## src/hdl/sstep_pkg.sv

```systemverilog
// ----------------------------------------------------------------------------
// sstep_pkg
// shared widths, register indexes, image size type and range check for the
// span texel stepper
// ----------------------------------------------------------------------------
package sstep_pkg;

	localparam int COORD_W   = 14;
	localparam int LEN_W     = 7;
	localparam int SIZE_W    = 13;
	localparam int CFG_IDX_W = 1;

	// log2 of the step divider radix: quotient bits settled per cycle
	localparam int DIV_BITS = 4;

	localparam logic [CFG_IDX_W-1:0] CFG_IMAGE_WIDTH  = 1'b0;
	localparam logic [CFG_IDX_W-1:0] CFG_IMAGE_HEIGHT = 1'b1;

	localparam logic [SIZE_W-1:0] SIZE_RESET = 13'd256;

	typedef struct packed {
		logic [SIZE_W-1:0] width;
		logic [SIZE_W-1:0] height;
	} img_size_t;

	// 0 <= x < width and 0 <= y < height
	function automatic logic in_image(logic signed [COORD_W:0] x,
	                                  logic signed [COORD_W:0] y,
	                                  img_size_t sz);
		logic ok_x;
		logic ok_y;
		ok_x = !x[COORD_W] && (x[COORD_W-1:0] < COORD_W'(sz.width));
		ok_y = !y[COORD_W] && (y[COORD_W-1:0] < COORD_W'(sz.height));
		return ok_x && ok_y;
	endfunction

endpackage

```

## src/hdl/sstep_fifo.sv

```systemverilog
// ----------------------------------------------------------------------------
// sstep_fifo
// two-entry span descriptor queue between the front end and the stepper
// ----------------------------------------------------------------------------
module sstep_fifo #(
	parameter int DATA_W = 8
) (
	input  logic              clk,
	input  logic              arst_n,
	input  logic              wr_en,
	input  logic [DATA_W-1:0] wr_data,
	output logic              full,
	input  logic              rd_en,
	output logic [DATA_W-1:0] rd_data,
	output logic              empty
);

	logic [DATA_W-1:0] mem_q [2];
	logic              wr_ptr_q;
	logic              rd_ptr_q;
	logic [1:0]        count_q;
	logic              do_wr;
	logic              do_rd;

	assign full    = (count_q == 2'd2);
	assign empty   = (count_q == 2'd0);
	assign do_wr   = wr_en && !full;
	assign do_rd   = rd_en && !empty;
	assign rd_data = mem_q[rd_ptr_q];

	always_ff @(posedge clk) begin
		if (do_wr) begin
			mem_q[wr_ptr_q] <= wr_data;
		end
	end

	always_ff @(posedge clk or negedge arst_n) begin
		if (!arst_n) begin
			wr_ptr_q <= 1'b0;
			rd_ptr_q <= 1'b0;
			count_q  <= 2'd0;
		end else begin
			if (do_wr) begin
				wr_ptr_q <= !wr_ptr_q;
			end
			if (do_rd) begin
				rd_ptr_q <= !rd_ptr_q;
			end
			if (do_wr && !do_rd) begin
				count_q <= count_q + 2'd1;
			end else if (do_rd && !do_wr) begin
				count_q <= count_q - 2'd1;
			end
		end
	end

endmodule

```

## src/hdl/sstep_front.sv

```systemverilog
// ----------------------------------------------------------------------------
// sstep_front
// takes span endpoints, keeps the previous point and works out the per-axis
// fixed-point step with a radix-16 restoring divider
// ----------------------------------------------------------------------------
module sstep_front #(
	parameter int FRAC_BITS = 7,
	parameter int MAX_SPAN  = 64
) (
	input  logic                                            clk,
	input  logic                                            arst_n,
	input  sstep_pkg::img_size_t                            img,
	input  logic                                            push,
	output logic                                            full,
	input  logic signed [sstep_pkg::COORD_W-1:0]            end_x,
	input  logic signed [sstep_pkg::COORD_W-1:0]            end_y,
	input  logic [sstep_pkg::LEN_W-1:0]                     span_len,
	output logic                                            d_valid,
	input  logic                                            d_ready,
	output logic signed [sstep_pkg::COORD_W-1:0]            d_base_x,
	output logic signed [sstep_pkg::COORD_W-1:0]            d_base_y,
	output logic signed [sstep_pkg::COORD_W+FRAC_BITS:0]    d_step_x,
	output logic signed [sstep_pkg::COORD_W+FRAC_BITS:0]    d_step_y,
	output logic [$clog2(MAX_SPAN)-1:0]                     d_cnt,
	output logic signed [sstep_pkg::COORD_W-1:0]            d_end_x,
	output logic signed [sstep_pkg::COORD_W-1:0]            d_end_y,
	output logic                                            d_end_ok
);

	localparam int CW      = sstep_pkg::COORD_W;
	localparam int LW      = sstep_pkg::LEN_W;
	localparam int RB      = sstep_pkg::DIV_BITS;
	localparam int DIFF_W  = CW + 1;
	localparam int MAG_W   = CW + FRAC_BITS;
	localparam int DIV_CYC = (MAG_W + RB - 1) / RB;
	localparam int PAD_W   = DIV_CYC * RB;
	localparam int STEP_W  = MAG_W + 1;
	localparam int REM_W   = LW + 1;
	localparam int CNT_W   = $clog2(MAX_SPAN);
	localparam int CYC_W   = $clog2(DIV_CYC + 1);
	localparam int ITER_W  = REM_W + 2 * PAD_W;

	localparam logic [1:0] ST_IDLE = 2'd0;
	localparam logic [1:0] ST_DIV  = 2'd1;
	localparam logic [1:0] ST_DONE = 2'd2;

	logic [1:0]             state_q;
	logic [CYC_W-1:0]       cyc_q;
	logic signed [CW-1:0]   prev_x_q;
	logic signed [CW-1:0]   prev_y_q;
	logic signed [CW-1:0]   base_x_q;
	logic signed [CW-1:0]   base_y_q;
	logic signed [CW-1:0]   end_x_q;
	logic signed [CW-1:0]   end_y_q;
	logic                   end_ok_q;
	logic [CNT_W-1:0]       cnt_q;
	logic [LW-1:0]          div_n_q;
	logic                   neg_x_q;
	logic                   neg_y_q;
	logic [PAD_W-1:0]       dvd_x_q;
	logic [PAD_W-1:0]       dvd_y_q;
	logic [REM_W-1:0]       rem_x_q;
	logic [REM_W-1:0]       rem_y_q;
	logic [PAD_W-1:0]       quo_x_q;
	logic [PAD_W-1:0]       quo_y_q;

	logic                   accept;
	logic [LW-1:0]          n_sat;
	logic signed [DIFF_W-1:0] diff_x;
	logic signed [DIFF_W-1:0] diff_y;
	logic [DIFF_W-1:0]      mag_x;
	logic [DIFF_W-1:0]      mag_y;
	logic                   ok_now;
	logic [ITER_W-1:0]      it_x;
	logic [ITER_W-1:0]      it_y;
	logic signed [STEP_W-1:0] q_x;
	logic signed [STEP_W-1:0] q_y;

	// RB dependent restoring steps on a narrow remainder
	function automatic logic [ITER_W-1:0] div_iter(logic [REM_W-1:0] r_in,
	                                               logic [PAD_W-1:0] d_in,
	                                               logic [PAD_W-1:0] q_in,
	                                               logic [LW-1:0] n);
		logic [REM_W-1:0] r;
		logic [PAD_W-1:0] d;
		logic [PAD_W-1:0] q;
		r = r_in;
		d = d_in;
		q = q_in;
		for (int k = 0; k < RB; k++) begin
			r = {r[REM_W-2:0], d[PAD_W-1]};
			d = {d[PAD_W-2:0], 1'b0};
			if (r >= {1'b0, n}) begin
				r = r - {1'b0, n};
				q = {q[PAD_W-2:0], 1'b1};
			end else begin
				q = {q[PAD_W-2:0], 1'b0};
			end
		end
		return {r, d, q};
	endfunction

	assign full   = (state_q != ST_IDLE);
	assign accept = push && !full;

	// zero length behaves as one, long spans clip to the maximum
	always_comb begin
		if (span_len == '0) begin
			n_sat = LW'(1);
		end else if (span_len > LW'(MAX_SPAN)) begin
			n_sat = LW'(MAX_SPAN);
		end else begin
			n_sat = span_len;
		end
	end

	assign diff_x = DIFF_W'(end_x) - DIFF_W'(prev_x_q);
	assign diff_y = DIFF_W'(end_y) - DIFF_W'(prev_y_q);
	assign mag_x  = diff_x[DIFF_W-1] ? DIFF_W'(-diff_x) : DIFF_W'(diff_x);
	assign mag_y  = diff_y[DIFF_W-1] ? DIFF_W'(-diff_y) : DIFF_W'(diff_y);
	assign ok_now = sstep_pkg::in_image(DIFF_W'(end_x), DIFF_W'(end_y), img);

	assign it_x = div_iter(rem_x_q, dvd_x_q, quo_x_q, div_n_q);
	assign it_y = div_iter(rem_y_q, dvd_y_q, quo_y_q, div_n_q);

	// truncation toward zero: divide magnitudes, then restore the sign
	assign q_x = $signed({1'b0, quo_x_q[MAG_W-1:0]});
	assign q_y = $signed({1'b0, quo_y_q[MAG_W-1:0]});

	assign d_valid  = (state_q == ST_DONE);
	assign d_base_x = base_x_q;
	assign d_base_y = base_y_q;
	assign d_step_x = neg_x_q ? -q_x : q_x;
	assign d_step_y = neg_y_q ? -q_y : q_y;
	assign d_cnt    = cnt_q;
	assign d_end_x  = end_x_q;
	assign d_end_y  = end_y_q;
	assign d_end_ok = end_ok_q;

	always_ff @(posedge clk) begin
		if (accept) begin
			base_x_q <= prev_x_q;
			base_y_q <= prev_y_q;
			end_x_q  <= ok_now ? end_x : '0;
			end_y_q  <= ok_now ? end_y : '0;
			end_ok_q <= ok_now;
			cnt_q    <= CNT_W'(n_sat - LW'(1));
			div_n_q  <= n_sat;
			neg_x_q  <= diff_x[DIFF_W-1];
			neg_y_q  <= diff_y[DIFF_W-1];
			dvd_x_q  <= PAD_W'({mag_x[CW-1:0], {FRAC_BITS{1'b0}}});
			dvd_y_q  <= PAD_W'({mag_y[CW-1:0], {FRAC_BITS{1'b0}}});
			rem_x_q  <= '0;
			rem_y_q  <= '0;
			quo_x_q  <= '0;
			quo_y_q  <= '0;
		end else if (state_q == ST_DIV) begin
			{rem_x_q, dvd_x_q, quo_x_q} <= it_x;
			{rem_y_q, dvd_y_q, quo_y_q} <= it_y;
		end
	end

	always_ff @(posedge clk or negedge arst_n) begin
		if (!arst_n) begin
			state_q  <= ST_IDLE;
			cyc_q    <= '0;
			prev_x_q <= '0;
			prev_y_q <= '0;
		end else begin
			unique case (state_q)
				ST_IDLE: begin
					if (accept) begin
						state_q <= ST_DIV;
						cyc_q   <= '0;
						if (ok_now) begin
							prev_x_q <= end_x;
							prev_y_q <= end_y;
						end
					end
				end
				ST_DIV: begin
					cyc_q <= cyc_q + CYC_W'(1);
					if (cyc_q == CYC_W'(DIV_CYC - 1)) begin
						state_q <= ST_DONE;
					end
				end
				ST_DONE: begin
					if (d_ready) begin
						state_q <= ST_IDLE;
					end
				end
				default: begin
					state_q <= ST_IDLE;
				end
			endcase
		end
	end

endmodule

```

## src/hdl/sstep_back.sv

```systemverilog
// ----------------------------------------------------------------------------
// sstep_back
// walks span by span into the result register, a texel per cycle while popped
// ----------------------------------------------------------------------------
module sstep_back #(
	parameter int FRAC_BITS = 7,
	parameter int MAX_SPAN  = 64
) (
	input  logic                                            clk,
	input  logic                                            arst_n,
	input  sstep_pkg::img_size_t                            img,
	input  logic                                            q_empty,
	output logic                                            q_rd,
	input  logic signed [sstep_pkg::COORD_W-1:0]            q_base_x,
	input  logic signed [sstep_pkg::COORD_W-1:0]            q_base_y,
	input  logic signed [sstep_pkg::COORD_W+FRAC_BITS:0]    q_step_x,
	input  logic signed [sstep_pkg::COORD_W+FRAC_BITS:0]    q_step_y,
	input  logic [$clog2(MAX_SPAN)-1:0]                     q_cnt,
	input  logic signed [sstep_pkg::COORD_W-1:0]            q_end_x,
	input  logic signed [sstep_pkg::COORD_W-1:0]            q_end_y,
	input  logic                                            q_end_ok,
	output logic                                            empty,
	input  logic                                            pop,
	output logic signed [sstep_pkg::COORD_W-1:0]            texel_x,
	output logic signed [sstep_pkg::COORD_W-1:0]            texel_y,
	output logic                                            in_range,
	output logic                                            last
);

	localparam int CW     = sstep_pkg::COORD_W;
	localparam int STEP_W = CW + FRAC_BITS + 1;
	localparam int ACC_W  = CW + FRAC_BITS + 2;
	localparam int CNT_W  = $clog2(MAX_SPAN);

	logic                     busy_q;
	logic [CNT_W-1:0]         cnt_q;
	logic signed [ACC_W-1:0]  acc_x_q;
	logic signed [ACC_W-1:0]  acc_y_q;
	logic signed [STEP_W-1:0] step_x_q;
	logic signed [STEP_W-1:0] step_y_q;
	logic signed [CW-1:0]     end_x_q;
	logic signed [CW-1:0]     end_y_q;
	logic                     end_ok_q;
	logic                     out_valid_q;
	logic signed [CW-1:0]     tx_q;
	logic signed [CW-1:0]     ty_q;
	logic                     ok_q;
	logic                     last_q;

	logic                     advance;
	logic                     at_end;
	logic                     load;
	logic signed [CW:0]       fx;
	logic signed [CW:0]       fy;
	logic                     mid_ok;
	logic signed [ACC_W-1:0]  first_x;
	logic signed [ACC_W-1:0]  first_y;

	assign advance = busy_q && (!out_valid_q || pop);
	assign at_end  = (cnt_q == '0);
	assign load    = !q_empty && (!busy_q || (advance && at_end));
	assign q_rd    = load;

	// floor of the fixed-point position
	assign fx     = acc_x_q[FRAC_BITS+CW:FRAC_BITS];
	assign fy     = acc_y_q[FRAC_BITS+CW:FRAC_BITS];
	assign mid_ok = sstep_pkg::in_image(fx, fy, img);

	// first interior texel sits one step past the start point
	assign first_x = ACC_W'($signed({q_base_x, {FRAC_BITS{1'b0}}})) + ACC_W'(q_step_x);
	assign first_y = ACC_W'($signed({q_base_y, {FRAC_BITS{1'b0}}})) + ACC_W'(q_step_y);

	assign empty    = !out_valid_q;
	assign texel_x  = tx_q;
	assign texel_y  = ty_q;
	assign in_range = ok_q;
	assign last     = last_q;

	always_ff @(posedge clk) begin
		if (load) begin
			cnt_q    <= q_cnt;
			acc_x_q  <= first_x;
			acc_y_q  <= first_y;
			step_x_q <= q_step_x;
			step_y_q <= q_step_y;
			end_x_q  <= q_end_x;
			end_y_q  <= q_end_y;
			end_ok_q <= q_end_ok;
		end else if (advance && !at_end) begin
			cnt_q   <= cnt_q - CNT_W'(1);
			acc_x_q <= acc_x_q + ACC_W'(step_x_q);
			acc_y_q <= acc_y_q + ACC_W'(step_y_q);
		end
		if (advance) begin
			if (at_end) begin
				tx_q   <= end_x_q;
				ty_q   <= end_y_q;
				ok_q   <= end_ok_q;
				last_q <= 1'b1;
			end else begin
				tx_q   <= mid_ok ? fx[CW-1:0] : '0;
				ty_q   <= mid_ok ? fy[CW-1:0] : '0;
				ok_q   <= mid_ok;
				last_q <= 1'b0;
			end
		end
	end

	always_ff @(posedge clk or negedge arst_n) begin
		if (!arst_n) begin
			busy_q      <= 1'b0;
			out_valid_q <= 1'b0;
		end else begin
			if (load) begin
				busy_q <= 1'b1;
			end else if (advance && at_end) begin
				busy_q <= 1'b0;
			end
			if (advance) begin
				out_valid_q <= 1'b1;
			end else if (pop) begin
				out_valid_q <= 1'b0;
			end
		end
	end

endmodule

```

## src/hdl/scanline_span_texel_stepper.sv

```systemverilog
// ----------------------------------------------------------------------------
// scanline_span_texel_stepper
// fixed-point span stepper: interpolated texels between successive endpoints
// ----------------------------------------------------------------------------
// Each pushed item names a span endpoint and a span length n (0 counts as 1,
// lengths above MAX_SPAN clip to MAX_SPAN). The block pops out n-1 texels
// stepped from the last in-range endpoint in FRAC_BITS fixed point, then the
// endpoint itself with last set; a texel outside the image comes out as 0,0
// with in_range low. The front end, built around a radix-16 step divider,
// takes no new item until the last one's step is worked out and handed to
// the queue; the stepper behind a two-deep span queue gives one result per
// cycle while pop is held high and a span is waiting. The image size may
// only be written while nothing is in flight.
// ----------------------------------------------------------------------------
module scanline_span_texel_stepper #(
	parameter int FRAC_BITS = 7,
	parameter int MAX_SPAN  = 64
) (
	input  logic                                  clk,
	input  logic                                  arst_n,
	// configuration writes
	input  logic                                  cfg_wr_en,
	input  logic [sstep_pkg::CFG_IDX_W-1:0]       cfg_index,
	input  logic [sstep_pkg::SIZE_W-1:0]          cfg_data,
	// span input
	input  logic                                  push,
	output logic                                  full,
	input  logic signed [sstep_pkg::COORD_W-1:0]  end_x,
	input  logic signed [sstep_pkg::COORD_W-1:0]  end_y,
	input  logic [sstep_pkg::LEN_W-1:0]           span_len,
	// texel results
	output logic                                  empty,
	input  logic                                  pop,
	output logic signed [sstep_pkg::COORD_W-1:0]  texel_x,
	output logic signed [sstep_pkg::COORD_W-1:0]  texel_y,
	output logic                                  in_range,
	output logic                                  last
);

	localparam int CW     = sstep_pkg::COORD_W;
	localparam int STEP_W = CW + FRAC_BITS + 1;
	localparam int CNT_W  = $clog2(MAX_SPAN);
	// span descriptor: base x/y, step x/y, count, endpoint x/y, endpoint ok
	localparam int DESC_W = 4 * CW + 2 * STEP_W + CNT_W + 1;

	sstep_pkg::img_size_t img_q;

	// front end to queue
	logic                     f_valid;
	logic                     f_ready;
	logic signed [CW-1:0]     f_base_x;
	logic signed [CW-1:0]     f_base_y;
	logic signed [STEP_W-1:0] f_step_x;
	logic signed [STEP_W-1:0] f_step_y;
	logic [CNT_W-1:0]         f_cnt;
	logic signed [CW-1:0]     f_end_x;
	logic signed [CW-1:0]     f_end_y;
	logic                     f_end_ok;
	logic [DESC_W-1:0]        f_desc;

	// queue to stepper
	logic                     q_full;
	logic                     q_empty;
	logic                     q_rd;
	logic [DESC_W-1:0]        q_desc;
	logic signed [CW-1:0]     q_base_x;
	logic signed [CW-1:0]     q_base_y;
	logic signed [STEP_W-1:0] q_step_x;
	logic signed [STEP_W-1:0] q_step_y;
	logic [CNT_W-1:0]         q_cnt;
	logic signed [CW-1:0]     q_end_x;
	logic signed [CW-1:0]     q_end_y;
	logic                     q_end_ok;

	// image size registers, a two-entry index leaves no unused codes
	always_ff @(posedge clk or negedge arst_n) begin
		if (!arst_n) begin
			img_q.width  <= sstep_pkg::SIZE_RESET;
			img_q.height <= sstep_pkg::SIZE_RESET;
		end else if (cfg_wr_en) begin
			unique case (cfg_index)
				sstep_pkg::CFG_IMAGE_WIDTH:  img_q.width  <= cfg_data;
				sstep_pkg::CFG_IMAGE_HEIGHT: img_q.height <= cfg_data;
			endcase
		end
	end

	// front end: previous point, endpoint check and step division
	sstep_front #(
		.FRAC_BITS (FRAC_BITS),
		.MAX_SPAN  (MAX_SPAN)
	) u_front (
		.clk      (clk),
		.arst_n   (arst_n),
		.img      (img_q),
		.push     (push),
		.full     (full),
		.end_x    (end_x),
		.end_y    (end_y),
		.span_len (span_len),
		.d_valid  (f_valid),
		.d_ready  (f_ready),
		.d_base_x (f_base_x),
		.d_base_y (f_base_y),
		.d_step_x (f_step_x),
		.d_step_y (f_step_y),
		.d_cnt    (f_cnt),
		.d_end_x  (f_end_x),
		.d_end_y  (f_end_y),
		.d_end_ok (f_end_ok)
	);

	assign f_ready = !q_full;
	assign f_desc  = {f_base_x, f_base_y, f_step_x, f_step_y, f_cnt,
	                  f_end_x, f_end_y, f_end_ok};

	// short descriptor queue so the divider and the stepper stall apart
	sstep_fifo #(
		.DATA_W (DESC_W)
	) u_fifo (
		.clk     (clk),
		.arst_n  (arst_n),
		.wr_en   (f_valid),
		.wr_data (f_desc),
		.full    (q_full),
		.rd_en   (q_rd),
		.rd_data (q_desc),
		.empty   (q_empty)
	);

	assign {q_base_x, q_base_y, q_step_x, q_step_y, q_cnt,
	        q_end_x, q_end_y, q_end_ok} = q_desc;

	// stepper: one texel per transfer, endpoint last
	sstep_back #(
		.FRAC_BITS (FRAC_BITS),
		.MAX_SPAN  (MAX_SPAN)
	) u_back (
		.clk      (clk),
		.arst_n   (arst_n),
		.img      (img_q),
		.q_empty  (q_empty),
		.q_rd     (q_rd),
		.q_base_x (q_base_x),
		.q_base_y (q_base_y),
		.q_step_x (q_step_x),
		.q_step_y (q_step_y),
		.q_cnt    (q_cnt),
		.q_end_x  (q_end_x),
		.q_end_y  (q_end_y),
		.q_end_ok (q_end_ok),
		.empty    (empty),
		.pop      (pop),
		.texel_x  (texel_x),
		.texel_y  (texel_y),
		.in_range (in_range),
		.last     (last)
	);

endmodule
```

## config.mk

```make
export PLATFORM = sky130hd
export DESIGN_NAME = scanline_span_texel_stepper
export DESIGN_NICKNAME = d
export VERILOG_FILES = /design/src/hdl/sstep_pkg.sv /design/src/hdl/sstep_fifo.sv /design/src/hdl/sstep_front.sv /design/src/hdl/sstep_back.sv /design/src/hdl/scanline_span_texel_stepper.sv
export SDC_FILE = /design/constraint.sdc
export NUM_CORES = 1
export LEC_CHECK = 0
export BUFFER_PORTS_ARGS = -buffer_cell sky130_fd_sc_hd__buf_2
export CORE_UTILIZATION = 63
export DETAILED_ROUTE_END_ITERATION = 10
export HOLD_SLACK_MARGIN = 0.05
export PLACE_DENSITY_LB_ADDON = 0.05
export SYNTH_ARGS = -nofsm -noshare
export SYNTH_HDL_FRONTEND = slang
export SYNTH_HIERARCHICAL = 1
export SYNTH_SLANG_ARGS = --single-unit
export TNS_END_PERCENT = 100
```

## constraint.sdc

```tcl
create_clock -name clk -period 10.3 [get_ports clk]
set_input_delay 2.06 -clock clk [delete_from_list [all_inputs] [get_ports clk]]
set_output_delay 2.06 -clock clk [all_outputs]
set_load 0.005 [all_outputs]
```

# After elaboration in Yosys (flattened, before gate mapping)

Memory sizes are Yosys's and may differ from the RTL's.
Cells that the tools add are included.

Logic and storage cells: 184
Memories: 1
Register bits after elaboration: 382
Bits in writable memories: 214
Output and inout port bits: 32
Input port bits: 54

Muxes and demuxes: 52
Bitwise gates (word level): 1
Order comparisons: 13
Eq/ne operators: 7
Reduce and logical (&&, ||, !) cells: 47
Add/sub/neg operators: 23

Memory list:

| name         | depth | width | rd ports | clocked after Yosys merged registers in | wr ports | line             | text |
|---|---|---|---|---|---|---|---|
| u_fifo.mem_q | 2     | 107   | 1        | 0                                       | 1        | sstep_fifo.sv:18 | `logic [DATA_W-1:0] mem_q [2];` |

Operators by type and width:

| operator                                                           | number |
|---|---|
| 23-bit 2-to-1 mux                                                  | 4 |
| 14-bit 2-to-1 mux                                                  | 6 |
| 21-bit 2-to-1 mux                                                  | 4 |
| 7-bit 2-to-1 mux                                                   | 10 |
| 8-bit by 7-bit >= comparator with 1-bit output                     | 8 |
| 14-bit by 13-bit < comparator with 1-bit output                    | 4 |
| 7-bit subtractor                                                   | 8 |
| 21-bit by 22-bit adder with 23-bit output                          | 2 |
| 23-bit by 22-bit adder with 23-bit output                          | 2 |
| 22-bit 2-to-1 mux                                                  | 2 |
| 21-bit negation with 22-bit output                                 | 2 |
| 14-bit by 14-bit subtractor with 15-bit output                     | 2 |
| 14-bit negation                                                    | 2 |
| 1-bit 2-to-1 mux                                                   | 16 |
| 1-bit logical AND                                                  | 15 |
| 1-bit logical NOT                                                  | 14 |
| 2-bit nonzero test                                                 | 7 |
| 6-bit 2-to-1 mux                                                   | 2 |
| 6-bit by 1-bit subtractor with 6-bit output, second input constant | 2 |
| 2-bit 2-to-1 mux                                                   | 5 |
| 7-bit > comparator, second input constant                          | 1 |
| 7-bit logical NOT                                                  | 1 |
| 6-bit logical NOT                                                  | 1 |
| 2-bit one-hot mux with 3 select lines                              | 1 |
| 15 further kinds                                                   | 22 |

# Depth between registers and ports, before layout

Word-level depth: 10
Depth in mapped cells: 36
Mapped depth without buffers: 35

# Cells and area by module

Netlist, hierarchy kept.

Modules (own cells, without submodules):

| module                      | area an instance (um^2) | cells an instance | instances | sequential area each (um^2) |
|---|---|---|---|---|
| sstep_front                 | 13,217.7                | 1,400             | 1         | 5,069.9 |
| sstep_back                  | 9,524.1                 | 860               | 1         | 4,644.5 |
| sstep_fifo                  | 7,987.7                 | 352               | 1         | 6,526.3 |
| scanline_span_texel_stepper | 1,029.7                 | 57                | 1         | 653.1 |

# Worst setup path after synthesis

OpenSTA, ideal clock, no wires.

Kind: register -> register
Start point: reg u_front.div_n_q[1]
End point: reg u_front.rem_y_q[1]
Arrival time: 7.881 ns
Library setup time: 0.122 ns
Period minus slack after synthesis: 8.003 ns
Stages on the path, launching flop included: 32
Data required time: 10.178 ns
Slack: 2.297 ns
Buffers on the path: 1
Path through: edfxtp_1 -> inv_1 -> fa_1 -> a21o_1 -> a221oi_4 -> a31oi_2 -> mux2_2 -> ha_1 -> nor2b_1 -> o31a_1 -> o31a_1 -> a2111oi_4 -> mux2_2 -> fa_1 -> nor2b_1 -> o31a_1 -> o21ai_0 -> a21boi_0 -> nor3_1 -> nand2_1 -> mux2i_1 -> ha_1 -> nor2b_1 -> o21ai_0 -> nand2_1 -> a21o_1 -> a21o_1 -> o21bai_1 -> a2111oi_4 -> buf_6 -> nor3_2 -> a221o_1

Word-level cells in the longest chain between the ends: 8
Elaborated cells between the ends (all ways): 12
Those cells by class: add/sub (4); order compare (4); mux (4)

Ends and longest elaborated chain:

| element                                                                            | line                                 | text |
|---|---|---|
| start, declared                                                                    | sstep_front.sv:57                    | `logic [LW-1:0] div_n_q;` |
| start signal, assigned                                                             | sstep_front.sv:148                   | `div_n_q <= n_sat;` |
| 7-bit subtractor or 8-bit by 7-bit >= comparator with 1-bit output (tied branches) | sstep_front.sv:94, sstep_front.sv:93 |  |
| 7-bit 2-to-1 mux                                                                   | sstep_front.sv:93                    | `if (r >= {1'b0, n}) begin` |
| 7-bit subtractor or 8-bit by 7-bit >= comparator with 1-bit output (tied branches) | sstep_front.sv:94, sstep_front.sv:93 |  |
| 7-bit 2-to-1 mux                                                                   | sstep_front.sv:93                    |  |
| 8-bit by 7-bit >= comparator with 1-bit output or 7-bit subtractor (tied branches) | sstep_front.sv:93, sstep_front.sv:94 |  |
| 7-bit 2-to-1 mux                                                                   | sstep_front.sv:93                    |  |
| 7-bit subtractor or 8-bit by 7-bit >= comparator with 1-bit output (tied branches) | sstep_front.sv:94, sstep_front.sv:93 |  |
| 7-bit 2-to-1 mux *                                                                 | sstep_front.sv:93                    |  |
| end signal, assigned                                                               | sstep_front.sv:159                   | `{rem_y_q, dvd_y_q, quo_y_q} <= it_y;` |
| end, declared                                                                      | sstep_front.sv:63                    | `logic [REM_W-1:0] rem_y_q;` |

Every way passes the cells marked *; elsewhere a longest branch is shown, timed or not.
A chain may end at the register's enable or synchronous reset.

# Worst setup path in the final report

Start point: reg u_front.div_n_q[1]
End point: reg u_front.rem_y_q[0]

Word-level cells in the longest chain between the ends: 8
Elaborated cells between the ends (all ways): 11
Those cells by class: add/sub (3); order compare (4); mux (4)

Ends and longest elaborated chain:

| element                                                                            | line |
|---|---|
| 7-bit subtractor or 8-bit by 7-bit >= comparator with 1-bit output (tied branches) | sstep_front.sv:94, sstep_front.sv:93 |
| 7-bit 2-to-1 mux                                                                   | sstep_front.sv:93 |
| 7-bit subtractor or 8-bit by 7-bit >= comparator with 1-bit output (tied branches) | sstep_front.sv:94, sstep_front.sv:93 |
| 7-bit 2-to-1 mux                                                                   | sstep_front.sv:93 |
| 7-bit subtractor or 8-bit by 7-bit >= comparator with 1-bit output (tied branches) | sstep_front.sv:94, sstep_front.sv:93 |
| 7-bit 2-to-1 mux                                                                   | sstep_front.sv:93 |
| 8-bit by 7-bit >= comparator with 1-bit output *                                   | sstep_front.sv:93 |
| 7-bit 2-to-1 mux *                                                                 | sstep_front.sv:93 |

Marks and branches as above.

==> impl_metrics.toml <==
[place]
gp_congestion = 0.905
dp_hpwl_mm = 51.7
io_buffers = 85
placed_area_sq_um = 32900

[timing]
hold_viol = 0
setup-tns-final_ns = 0
rsz0062_at_grt = "no"
tightest_slew_ns = 1.10
fmax_mhz = 110
final-setup-viol-count = 0
relSlewSlack = 0.268
slew_viol_final = 0
min_period_ns = 9.07
clock_skew_ns = 0.0235
finalCritPeriodShare = 0.881

[yosys]
synth_top_area_frac = 0.442
synth-seq-area-share = 0.532
ys_seq_elements = 594
netlist_instances = 2669
yosysUniqueCellTypes = 88
yosys_warnings = 6
ys_async_sr_fraction = 0.109
syn_area_sq_um = 31800
postSynthAreaPerCell_sq_um = 11.9
synth_edf_count = 467
yosys-top-cells-area = "edfxtp_1, ha_1, mux2_2"
synth-main-ff-cell = "edfxtp_1"
yosysTopAreaCell = "edfxtp_1"
synthTopCellsByCount = "edfxtp_1, nand2_1, ha_1"
synth_most_common_cell = "edfxtp_1"

[clocking]
clock-sinks = 594
cts_buffers = 60
cts_setup_buffers = 0
cts_root_buffer = "clkbuf_16"
clock_latency_ns = 0.63
cts-htree-levels = 2
cts_tree = "yes"
path_clk_slew_ns = 0.07
clockBufferDepth = 3
cts_resized = 0
postCtsHoldBufs = 0

[worst_setup_path]
cp.required_ns = 10.82
critPathSlowestCell = "a2111oi_4"
arrival_ns = 9.59
crit_path_max_fanout = 11
max_stage_delay_ns = 0.85
endpoint_kind = "flip-flop"
critPathLaunchType = "flip-flop"
crit_type = "flip-flop to flip-flop"

[floorplanning]
dieArea_sq_um = 51300
rows = 81
start_util = 0.643
die_w_microns = 227
die_h_microns = 227
io_pins = 86
design.core.area_sq_um = 49400

[final_layout]
num-nets-final = 3041
syn2layout_area_growth_pct = 9.81
utilization = 0.707
nFillCells = 3547
postLayoutCellArea_sq_um = 34900
drive_gt1_frac = 0.151

[grt]
grt_pass1_vias = 20486
overflow = 0
grt.total_usage = 0.290
grt_max_degree = 67
antenna_found_initial = 6
grt_pass1_wl_mm = 113

[route]
drc = 0
via_per_inst = 6.06
post_drt_wl_per_cell_microns = 21.1
firstDrtPassIters = 5
postRouteAntennaNets = 0
via_count = 21082
first_iter_violations = 1835
wirelength_mm = 73.5

[min_path]
min_path_type = "flip-flop to flip-flop"

[run]
cap_violations = 0

[run_status]
status = "complete, no violations"
## cell type report
cell class	count	area, sq um	share of cell area
repair buffers	110	616	0.0177
flip-flops and latches	594	16900	0.485
multi-input cells	1831	13900	0.398
clock buffers	77	1670	0.0478
clock inverters	36	350	0.0100
inverters	164	621	0.0178
well taps	664	831	0.0238
diodes	2	5.00	0.000144
## state kept, by name, indices dropped and copies added (netlist names), 17 cells and up
register         flops
u_fifo/mem_q       214
u_front/quo_y_q     21
u_front/quo_x_q     21
u_front/dvd_x_q     17
u_front/dvd_y_q     17
u_back/step_y_q     22
u_back/acc_x_q      22
img_q               26
u_back/step_x_q     22
u_back/acc_y_q      22
## logic make-up (layout without fill, tap and decap cells)
family          Yosys count  after routing  share of synthesized area
buf+inv                 245            387                     0.0321
other cells               1              4                   0.000118
mux                     209            209                     0.0765
fa+ha+maj               226            226                     0.0923
compound gates          595            595                      0.124
flops                   594            594                      0.532
simple gates            628            628                     0.0958
xor+xnor                171            171                     0.0472
## path summary, 6_finish.rpt
check | start | end | slack [ns] | cells past startpoint
setup / recovery | u_front/div_n_q[1]$_DFFE_PP_ | u_front/rem_y_q[0]$_SDFFE_PP0P_ | 1.23 | 30
hold / removal | u_front/dvd_y_q[18]$_DFFE_PP_ | u_front/dvd_y_q[22]$_SDFFE_PP0P_ | 0.44 | 2
setup reg to reg | u_front/div_n_q[1]$_DFFE_PP_ | u_front/rem_y_q[0]$_SDFFE_PP0P_ | 1.23 | 30
hold reg to reg | u_front/dvd_y_q[18]$_DFFE_PP_ | u_front/dvd_y_q[22]$_SDFFE_PP0P_ | 0.44 | 2
max in group asynchronous | arst_n | u_fifo/rd_ptr_q$_DFFE_PN0P_ | 8.01 | 1
min in group asynchronous | arst_n | u_front/prev_y_q[3]$_DFFE_PN0P_ | 1.55 | 1
## placed cells by master, fill, tap and decap left out, types with 49 or more instances in the layout
master | netlist | layout
buf_2 | 18 | 84
mux2_2 | 149 | 149
dfrtp_1 | 63 | 62
edfxtp_1 | 467 | 467
ha_1 | 212 | 212
dfxtp_1 | 62 | 62
a21oi_1 | 132 | 132
a21o_1 | 51 | 51
nor2_1 | 134 | 133
inv_1 | 162 | 163
o21ai_0 | 165 | 164
clkbuf_16 | 0 | 62
xor2_1 | 49 | 49
xnor2_1 | 122 | 122
nand2_1 | 217 | 217
## metal layers
layer,global-route usage,part of all wire
met2,0.466,0.46
met5,0,0.00031
met4,0.0704,0.020
met3,0.0421,0.057
met1,0.414,0.46
## stage by stage
stage	cells	hold slack, ns	worst slack, ns
after detailed placement	3363	0.430	1.23
final	3478	0.445	1.23
after floorplan	2670	0.418	2.30
after global placement	3363	0.422	1.44
after global routing	3477	0.453	0.485
after CTS	3476	0.442	1.17
## critical path: cells and delay by family (launching register included)
family / cells / cell delay [ns]
AOI/OAI and AO/OA: 15 / 4.21
muxes: 4 / 1.31
DFF: 1 / 0.70
adders and majority gates: 4 / 1.59
buffers and inverters: 1 / 0.16
and+or+nand+nor: 6 / 0.96
Power is left out: the tool's default activity adds up to more than one toggle a clock period on the data nets, which glitch-free logic cannot reach.
